--- config.mk ---
export PLATFORM = sky130hd
export DESIGN_NAME = dryer_cycle_controller_unit
export DESIGN_NICKNAME = d
export VERILOG_FILES = /design/src/dcc_pkg.sv /design/src/dcc_csr.sv /design/src/dryer_cycle_controller_unit.sv
export SDC_FILE = /design/constraint.sdc
export NUM_CORES = 1
export LEC_CHECK = 0
export BUFFER_PORTS_ARGS = -buffer_cell sky130_fd_sc_hd__buf_2
export CAP_MARGIN = 10
export CORE_MARGIN = 2
export CORE_UTILIZATION = 25
export CTS_CLUSTER_DIAMETER = 40
export CTS_CLUSTER_SIZE = 8
export DETAILED_ROUTE_END_ITERATION = 16
export GPL_TIMING_DRIVEN = 0
export MAX_ROUTING_LAYER = met4
export PLACE_DENSITY_LB_ADDON = 0.2
export REMOVE_ABC_BUFFERS = 1
export SLEW_MARGIN = 10
export SYNTH_ARGS = -nofsm -noshare
export SYNTH_HDL_FRONTEND = slang
export SYNTH_SLANG_ARGS = --single-unit
--- constraint.sdc ---
create_clock -name clock -period 8.3 [get_ports clock]
set_input_delay 1.66 -clock clock [delete_from_list [all_inputs] [get_ports clock]]
set_output_delay 1.66 -clock clock [all_outputs]
set_load 0.01 [all_outputs]
--- src/dcc_pkg.sv ---
`timescale 1ns / 1ps
`default_nettype none
// ----------------------------------------------------------------------------
// Dryer cycle controller package
// Shared widths, event codes, profile defaults and channel payload types.
// ----------------------------------------------------------------------------
package dcc_pkg;

   localparam int NUM_PROFILES  = 4;
   localparam int PROFILE_SLOTS = 4;
   localparam int PROF_IDX_W    = 2;
   localparam int TEMP_REG_W    = 11;
   localparam int MINUTES_W     = 10;
   localparam int DURATION_W    = 26;
   localparam int CSR_ADDR_W    = 5;
   localparam int CSR_DATA_W    = 32;
   localparam int NUM_CSR       = 8;

   localparam logic [15:0] MS_PER_MINUTE = 16'd60000;

   // Event codes carried in req_type.
   localparam logic [2:0] EV_TICK         = 3'd0;
   localparam logic [2:0] EV_NEXT_PROFILE = 3'd1;
   localparam logic [2:0] EV_START        = 3'd2;
   localparam logic [2:0] EV_STOP         = 3'd3;
   localparam logic [2:0] EV_ALARM_TEMP   = 3'd4;
   localparam logic [2:0] EV_ALARM_SENSOR = 3'd5;
   localparam logic [2:0] EV_TO_SELECT    = 3'd6;
   localparam logic [2:0] EV_BEGIN        = 3'd7;

   // Reported state codes.
   localparam logic [2:0] SC_IDLE         = 3'd0;
   localparam logic [2:0] SC_SELECT       = 3'd1;
   localparam logic [2:0] SC_HEATING      = 3'd2;
   localparam logic [2:0] SC_REGULATION   = 3'd3;
   localparam logic [2:0] SC_COOLING      = 3'd4;
   localparam logic [2:0] SC_ALARM_TEMP   = 3'd5;
   localparam logic [2:0] SC_ALARM_SENSOR = 3'd6;

   localparam logic [TEMP_REG_W-1:0] TEMP_RESET [PROFILE_SLOTS] = '{
      11'd500, 11'd650, 11'd800, 11'd550
   };
   localparam logic [MINUTES_W-1:0] MINUTES_RESET = 10'd240;
   localparam logic [DURATION_W-1:0] DURATION_RESET = DURATION_W'(240 * 60000);

   typedef struct packed {
      logic [2:0]        req_type;
      logic [31:0]       time_ms;
      logic signed [11:0] temp_tenths;
   } req_payload_type;

   typedef struct packed {
      logic [2:0]            state_code;
      logic [PROF_IDX_W-1:0] profile_index;
      logic [31:0]           elapsed_ms;
      logic [31:0]           remaining_ms;
   } rsp_payload_type;

   // Profile setpoints and precomputed durations in milliseconds.
   typedef struct packed {
      logic [PROFILE_SLOTS-1:0][TEMP_REG_W-1:0] temp;
      logic [PROFILE_SLOTS-1:0][DURATION_W-1:0] duration;
   } profile_set_type;

endpackage
`default_nettype wire

--- src/dcc_csr.sv ---
`timescale 1ns / 1ps
`default_nettype none
// ----------------------------------------------------------------------------
// Dryer cycle controller register file
// Profile setpoints and durations behind an APB-style port. The duration in
// milliseconds is computed once at the write so the sequencer needs no multiply.
// ----------------------------------------------------------------------------
module dcc_csr (
   input  wire logic                          clock,
   input  wire logic                          reset,
   input  wire logic                          csr_psel,
   input  wire logic                          csr_penable,
   input  wire logic                          csr_pwrite,
   input  wire logic [dcc_pkg::CSR_ADDR_W-1:0] csr_paddr,
   input  wire logic [dcc_pkg::CSR_DATA_W-1:0] csr_pwdata,
   output logic      [dcc_pkg::CSR_DATA_W-1:0] csr_prdata,
   output logic                               csr_pready,
   output dcc_pkg::profile_set_type           profiles
);
   import dcc_pkg::*;

   logic [TEMP_REG_W-1:0] temp_ff     [PROFILE_SLOTS];
   logic [MINUTES_W-1:0]  minutes_ff  [PROFILE_SLOTS];
   logic [DURATION_W-1:0] duration_ff [PROFILE_SLOTS];
   logic [2:0]            reg_index;
   logic [PROF_IDX_W-1:0] slot;
   logic                  wr_en;
   logic [DURATION_W-1:0] duration_in;

   assign csr_pready  = 1'b1;
   assign reg_index   = csr_paddr[4:2];
   assign slot        = reg_index[2:1];
   assign wr_en       = csr_psel & csr_penable & csr_pwrite & csr_pready;
   assign duration_in = DURATION_W'(csr_pwdata[MINUTES_W-1:0]) * DURATION_W'(MS_PER_MINUTE);

   always_ff @(posedge clock) begin
      if (reset) begin
         for (int i = 0; i < PROFILE_SLOTS; i++) begin
            temp_ff[i]     <= TEMP_RESET[i];
            minutes_ff[i]  <= MINUTES_RESET;
            duration_ff[i] <= DURATION_RESET;
         end
      end else if (wr_en) begin
         if (reg_index[0] == 1'b0) begin
            temp_ff[slot] <= csr_pwdata[TEMP_REG_W-1:0];
         end else begin
            minutes_ff[slot]  <= csr_pwdata[MINUTES_W-1:0];
            duration_ff[slot] <= duration_in;
         end
      end
   end

   always_comb begin
      if (reg_index[0] == 1'b0) begin
         csr_prdata = CSR_DATA_W'(temp_ff[slot]);
      end else begin
         csr_prdata = CSR_DATA_W'(minutes_ff[slot]);
      end
   end

   always_comb begin
      for (int i = 0; i < PROFILE_SLOTS; i++) begin
         profiles.temp[i]     = temp_ff[i];
         profiles.duration[i] = duration_ff[i];
      end
   end

endmodule
`default_nettype wire

--- src/dryer_cycle_controller_unit.sv ---
`timescale 1ns / 1ps
`default_nettype none
// ----------------------------------------------------------------------------
// Dryer cycle controller
// Seven-state drying cycle sequencer with per-profile setpoint and duration.
// ----------------------------------------------------------------------------
// Usage:
// Each item on the req_ channel is one event with a millisecond timestamp and a
// temperature in signed tenths of a degree. Every item produces exactly one
// rsp_ item with the state, the selected profile and the elapsed and remaining
// cycle time after the event has been applied.
// The event is applied and the result computed in the cycle the item is
// accepted and registered for rsp_; throughput is one item per cycle while
// req_ready is high, set by the single state update path.
// The result register is backed by a one-entry skid stage, so one more item
// is taken while a result waits; req_ready drops only when the skid stage is
// also occupied, and rises again the cycle after the receiver takes a result.
// Synchronous reset returns the sequencer to idle with profile 1 selected,
// empties both output stages and restores the default profile table. The user
// writes profile registers via csr_ only while idle; the block does not enforce it.
// ----------------------------------------------------------------------------
module dryer_cycle_controller_unit (
   input  wire logic                          clock,
   input  wire logic                          reset,
   input  wire logic                          req_valid,
   output logic                               req_ready,
   input  wire dcc_pkg::req_payload_type      req_payload,
   output logic                               rsp_valid,
   input  wire logic                          rsp_ready,
   output dcc_pkg::rsp_payload_type           rsp_payload,
   input  wire logic                          csr_psel,
   input  wire logic                          csr_penable,
   input  wire logic                          csr_pwrite,
   input  wire logic [dcc_pkg::CSR_ADDR_W-1:0] csr_paddr,
   input  wire logic [dcc_pkg::CSR_DATA_W-1:0] csr_pwdata,
   output logic      [dcc_pkg::CSR_DATA_W-1:0] csr_prdata,
   output logic                               csr_pready
);
   import dcc_pkg::*;

   typedef enum logic [6:0] {
      S_IDLE         = 7'b0000001,
      S_SELECT       = 7'b0000010,
      S_HEATING      = 7'b0000100,
      S_REGULATION   = 7'b0001000,
      S_COOLING      = 7'b0010000,
      S_ALARM_TEMP   = 7'b0100000,
      S_ALARM_SENSOR = 7'b1000000
   } cycle_state_type;

   profile_set_type       profiles;

   cycle_state_type       state_ff, state_in;
   logic [PROF_IDX_W-1:0] sel_ff, sel_in, sel_next;
   logic [31:0]           start_ff, start_in;
   logic [DURATION_W-1:0] target_ff, target_in;

   rsp_payload_type       out_ff, skid_ff, result;
   logic                  out_valid_ff, skid_valid_ff;

   logic                  accept, take, load_target;
   logic [31:0]           tick_elapsed, out_elapsed;
   logic signed [12:0]    reach_thresh;
   logic                  reached, expired, cooled, running;

   dcc_csr u_csr (
      .clock       (clock),
      .reset       (reset),
      .csr_psel    (csr_psel),
      .csr_penable (csr_penable),
      .csr_pwrite  (csr_pwrite),
      .csr_paddr   (csr_paddr),
      .csr_pwdata  (csr_pwdata),
      .csr_prdata  (csr_prdata),
      .csr_pready  (csr_pready),
      .profiles    (profiles)
   );

   assign req_ready = ~skid_valid_ff;
   assign accept    = req_valid & req_ready;
   assign take      = out_valid_ff & rsp_ready;

   // Tick conditions, evaluated against the state held before this item.
   assign tick_elapsed = req_payload.time_ms - start_ff;
   assign expired      = tick_elapsed >= 32'(target_ff);
   assign reach_thresh = $signed({2'b00, profiles.temp[sel_ff]}) - 13'sd10;
   assign reached      = $signed({req_payload.temp_tenths[11], req_payload.temp_tenths})
                         >= reach_thresh;
   assign cooled       = req_payload.temp_tenths <= 12'sd350;

   assign sel_next = (sel_ff == PROF_IDX_W'(NUM_PROFILES - 1)) ? '0 : sel_ff + 1'b1;

   always_comb begin
      state_in    = state_ff;
      sel_in      = sel_ff;
      start_in    = start_ff;
      load_target = 1'b0;
      unique case (req_payload.req_type)
         EV_TICK: begin
            unique case (state_ff)
               S_HEATING: begin
                  if (reached) state_in = S_REGULATION;
                  if (expired) state_in = S_COOLING;
               end
               S_REGULATION: begin
                  if (expired) state_in = S_COOLING;
               end
               S_COOLING: begin
                  if (cooled) state_in = S_IDLE;
               end
               default: ;
            endcase
         end
         EV_NEXT_PROFILE: begin
            if (state_ff == S_IDLE || state_ff == S_SELECT) begin
               sel_in      = sel_next;
               load_target = 1'b1;
               state_in    = S_SELECT;
            end
         end
         EV_START: begin
            if (state_ff == S_SELECT || state_ff == S_IDLE || state_ff == S_COOLING) begin
               state_in    = S_HEATING;
               start_in    = req_payload.time_ms;
               load_target = 1'b1;
            end
         end
         EV_STOP: begin
            if (state_ff == S_HEATING || state_ff == S_REGULATION) begin
               state_in = S_COOLING;
            end else if (state_ff == S_COOLING || state_ff == S_ALARM_TEMP ||
                         state_ff == S_ALARM_SENSOR) begin
               state_in = S_SELECT;
            end
         end
         EV_ALARM_TEMP:   state_in = S_ALARM_TEMP;
         EV_ALARM_SENSOR: state_in = S_ALARM_SENSOR;
         EV_TO_SELECT:    state_in = S_SELECT;
         EV_BEGIN: begin
            state_in    = S_SELECT;
            load_target = 1'b1;
         end
         default: ;
      endcase
      target_in = load_target ? profiles.duration[sel_in] : target_ff;
   end

   // Result fields reflect the state after the event, at this item's time.
   assign running     = (state_in == S_HEATING) || (state_in == S_REGULATION);
   assign out_elapsed = req_payload.time_ms - start_in;

   always_comb begin
      unique case (state_in)
         S_IDLE:         result.state_code = SC_IDLE;
         S_SELECT:       result.state_code = SC_SELECT;
         S_HEATING:      result.state_code = SC_HEATING;
         S_REGULATION:   result.state_code = SC_REGULATION;
         S_COOLING:      result.state_code = SC_COOLING;
         S_ALARM_TEMP:   result.state_code = SC_ALARM_TEMP;
         S_ALARM_SENSOR: result.state_code = SC_ALARM_SENSOR;
         default:        result.state_code = SC_IDLE;
      endcase
      result.profile_index = sel_in;
      if (running) begin
         result.elapsed_ms = out_elapsed;
         if (out_elapsed < 32'(target_in)) begin
            result.remaining_ms = 32'(target_in) - out_elapsed;
         end else begin
            result.remaining_ms = '0;
         end
      end else begin
         result.elapsed_ms   = '0;
         result.remaining_ms = '0;
      end
   end

   always_ff @(posedge clock) begin
      if (reset) begin
         state_ff  <= S_IDLE;
         sel_ff    <= PROF_IDX_W'(1);
         start_ff  <= '0;
         target_ff <= '0;
      end else if (accept) begin
         state_ff  <= state_in;
         sel_ff    <= sel_in;
         start_ff  <= start_in;
         target_ff <= target_in;
      end
   end

   // Output register with a one-entry skid stage behind it.
   always_ff @(posedge clock) begin
      if (reset) begin
         out_valid_ff  <= 1'b0;
         skid_valid_ff <= 1'b0;
      end else if (take) begin
         if (skid_valid_ff) begin
            skid_valid_ff <= 1'b0;
         end else begin
            out_valid_ff <= accept;
         end
      end else if (accept) begin
         if (out_valid_ff) begin
            skid_valid_ff <= 1'b1;
         end else begin
            out_valid_ff <= 1'b1;
         end
      end
   end

   always_ff @(posedge clock) begin
      if (take && skid_valid_ff) begin
         out_ff <= skid_ff;
      end else if (accept && (take || !out_valid_ff)) begin
         out_ff <= result;
      end
      if (accept && out_valid_ff && !take) begin
         skid_ff <= result;
      end
   end

   assign rsp_valid   = out_valid_ff;
   assign rsp_payload = out_ff;

`ifndef SYNTH
   a_skid_behind_out: assert property (@(posedge clock) disable iff (reset)
      skid_valid_ff |-> out_valid_ff)
      else $error("skid stage holds an item while the output register is empty");

   a_stall_fills_skid: assert property (@(posedge clock) disable iff (reset)
      accept && out_valid_ff && !rsp_ready |=> skid_valid_ff)
      else $error("item accepted during a stall was not kept in the skid stage");

   a_idle_times_zero: assert property (@(posedge clock) disable iff (reset)
      rsp_valid && !(rsp_payload.state_code == SC_HEATING ||
                     rsp_payload.state_code == SC_REGULATION)
      |-> rsp_payload.elapsed_ms == 32'd0 && rsp_payload.remaining_ms == 32'd0)
      else $error("nonzero cycle time reported outside a running state");

   a_alarm_entry: assert property (@(posedge clock) disable iff (reset)
      accept && req_payload.req_type == EV_ALARM_TEMP |=> state_ff == S_ALARM_TEMP)
      else $error("overtemp alarm item did not enter the alarm state");
`endif

endmodule
`default_nettype wire

==> flow_summary.ini <==
[clock_network]
cts.sinks = 371
cts_buffer_depth = 3
htreeDepth = 3
cts_buffers = 74
cts_tree = built
hold_buffers = 0
clkTransAtPathRegs_ns = 0.05
insertion_delay_ns = 0.62
cts-root-buf = clkbuf_16

[cells_and_area]
utilization = 0.3051
nNetsFinal = 2953
multi_input_area_um2 = 12880
fillCellCount = 9992
layout-drive-gt1-share = 0.1538
areaGrowthSynthToFinish_pct = 21.42
seqCellArea_um2 = 10450

[synth]
synth_cells = 2470
synth_compound_area_frac = 0.1399
synth.area.mux_share = 0.05038
synthArstFlopShare = 0
synth.ff_latch_count = 371
synth-simple-area-share = 0.1603
synth_top_family_by_area = simple AND/OR/NAND/NOR gates
synth_cell_types = 76
synth-edff-count = 302
yosys_warnings = 0
synth_area_um2 = 24190
yosys.area_share.adder = 0.1311
synth.avg_cell_area_um2 = 9.793
synthXorXnorAreaFrac = 0.03729
ys.flop_type = edfxtp_1
ys_seq_area_frac = 0.4320

[timing]
slew_headroom = 0.2054
worst_pin_slew_ns = 1.190
period_share = 0.9365
fin_skew_ns = 0.01806
setup_ws_ns = 0.5269
finalHoldViolations = 0
fin_crit_ns = 7.773
setup_viol = 0
max_freq_mhz = 128.6
slew_viol_final = 0

[route]
dr_wl_met3_um = 3839
drt_iter0_drc = 1279
drt-met1-wl_um = 33410
dr_total_vias = 18599
wire_per_inst_um = 18.61
final_antenna_net_count = 0
wl_um = 73830
dr.pass1.iters = 5
via_per_inst = 4.690
drcViolationCount = 0
top_layer_used = met4
wl_met2_um = 34960

[setup_path]
crit_start = req_payload[44]
start_kind = input pin
worstSetupEndpointType = flip-flop
cp_max_fo = 25
cp.arrival_ns = 8.12
r2r_start = state_ff[2]
r2r-end = rsp_payload[17]
crit_type = in -> reg
r2r_slack_ns = 0.69
crit_required_ns = 8.65
r2r_cells = 33
crit_end = rsp_payload[17]

[pwr]
power.leakage_nw = 11.60
p_per_area_nw_per_um2 = 233.6
ir_drop_mv = 0.1331

[die]
die_h_um = 315.1
start_util = 0.2512
die_area_um2 = 99260
design.core.area_um2 = 96280
io_pins = 195
rows = 114
die_x_um = 315.1

[global_route]
grt_pass1_wl_um = 111300
grt_pass1_vias = 18372
grt_max_degree = 64
gr-total-overflow = 0
grt_use_total = 0.1517
antenna_found_initial = 9

[place]
dp_hpwl_um = 55290
place_ws_ns = -1.979
numPortBuffers = 149
gp_congestion = 0.8356

[status]
run_status = finished clean

[job]
cap_violations = 0

[hold_path]
hold_class = reg -> reg
## area by class of cell
class | instances | area share
inverters | 156 | 0.02011
diodes | 5 | 0.0004260
repair buffers | 187 | 0.04690
clock inverters | 40 | 0.01602
clock buffers | 92 | 0.06773
flip-flops and latches | 371 | 0.3558
well taps | 1276 | 0.05436
multi-input cells | 1839 | 0.4387
## Yosys cell counts, drive strengths merged (6+ instances only)
cell type / number / area share
mux2: 14 / 0.0065
mux2i: 34 / 0.014
nor3: 77 / 0.016
a31oi: 12 / 0.0031
ha: 199 / 0.10
clkinv: 8 / 0.0012
dfxtp: 69 / 0.057
fa: 34 / 0.028
a21oi: 159 / 0.033
a211oi: 12 / 0.0037
o31ai: 37 / 0.014
and2: 52 / 0.013
o21a: 22 / 0.0068
xnor2: 66 / 0.024
nor4: 6 / 0.0016
or3: 14 / 0.0036
nand2: 383 / 0.059
edfxtp: 302 / 0.37
nand2b: 25 / 0.0065
a221oi: 6 / 0.0024
o21ai: 124 / 0.026
a21o: 65 / 0.020
nor2: 189 / 0.029
o41ai: 8 / 0.0029
nand4: 13 / 0.0036
mux4: 32 / 0.030
a211o: 8 / 0.0029
xor2: 37 / 0.013
o211ai: 10 / 0.0031
nor2b: 16 / 0.0041
clkbuf: 86 / 0.013
buf: 42 / 0.011
and3: 25 / 0.0065
inv: 148 / 0.023
o21bai: 20 / 0.0062
or2: 12 / 0.0031
nand3: 52 / 0.011
## power by group
part / internal (mW) / switching (mW)
logic: 0.668 / 1.09
clock network: 1.90 / 1.05
registers: 2.11 / 0.0461
total: 4.67 / 2.19
## timing repair
action	in CTS	in global routing
buffers inserted	4	4
cloned	0	1
pin swaps	3	4
endpoints found under the setup margin	58	28
gates resized for setup	10	8
## worst min path at each step
stage | from | end | cells after the start
after CTS | start_ff[31] | start_ff[31] | 2
final | start_ff[31] | start_ff[31] | 2
after floorplan | start_ff[31] | start_ff[31] | 2
after global routing | start_ff[31] | start_ff[31] | 2
after detailed placement | start_ff[31] | start_ff[31] | 2
after global placement | start_ff[31] | start_ff[31] | 2
## worst max-delay path, stage by stage
cell	delay [ns]
buf_2	0.17
nor2b_1	0.35
nand2_1	0.36
nor3_1	0.66
a21oi_4	0.14
buf_16	0.23
nand2_1	0.08
nand2_1	0.04
o21ai_0	0.64
o21ai_0	0.21
ha_1	0.28
or3_1	0.38
or3_1	0.33
o211ai_1	0.39
a21oi_1	0.22
o41ai_4	0.58
nor3b_2	0.14
o2111ai_4	0.13
nor2_1	0.09
o211ai_1	0.12
buf_4	0.19
buf_4	0.19
buf_4	0.20
buf_4	0.19
o21ai_0	0.10
## through the flow
step / hold slack (ns) / area [um2] / setup TNS (ns) / std cells / power [mW]
detailed placement: 0.4598 / 26730 / -78.42 / 3820 / 3.937
global placement: 0.4553 / 26020 / -783.57 / 3790 / 3.895
floorplan: 0.4420 / 23680 / -111.14 / 2365 / 3.358
finish: 0.4666 / 29370 / 0 / 3966 / 6.862
global route: 0.4918 / 29370 / -0.009153 / 3965 / 7.241
CTS: 0.4664 / 29280 / 0 / 3956 / 6.943
## state kept, by name (all words and copies together) (netlist names)
signal,count
u_csr.minutes_ff,36
u_csr.duration_ff,84
u_csr.temp_ff,44
skid_valid_ff,1
sel_ff,2
target_ff,26
state_ff,7
skid_ff,69
start_ff,32
rsp_valid,1
rsp_payload,69
## placed cells by master, fill, tap and decap left out, drive strengths merged, types with 31 or more instances in the layout
| cell | n |
|---|---|
| nand3 | 52 |
| nor3 | 77 |
| nor2 | 189 |
| o21ai | 124 |
| clkinv | 31 |
| xnor2 | 66 |
| ha | 199 |
| edfxtp | 302 |
| o31ai | 37 |
| a21o | 65 |
| xor2 | 37 |
| buf | 187 |
| fa | 34 |
| clkbuf | 92 |
| a21oi | 160 |
| inv | 151 |
| dfxtp | 69 |
| nand2 | 383 |
| mux4 | 32 |
| mux2i | 34 |
| and2 | 52 |
## cells by family (layout without fill, tap and decap cells)
family / after synthesis / count (layout)
compound gates: 526 / 527
xor+xnor: 103 / 103
fa+ha+maj: 233 / 233
buf+inv: 284 / 475
flops: 371 / 371
mux: 80 / 80
other cells: 2 / 30
simple gates: 871 / 871
## per-layer routing
layer  global-route usage  vias to the layer above
met5                    -                        -
met4              0.04145                        0
met3              0.03171                      105
met2               0.2427                      413
met1               0.1937                     8969
li1                     -                     9112
(Power assumes the default switching activity.)
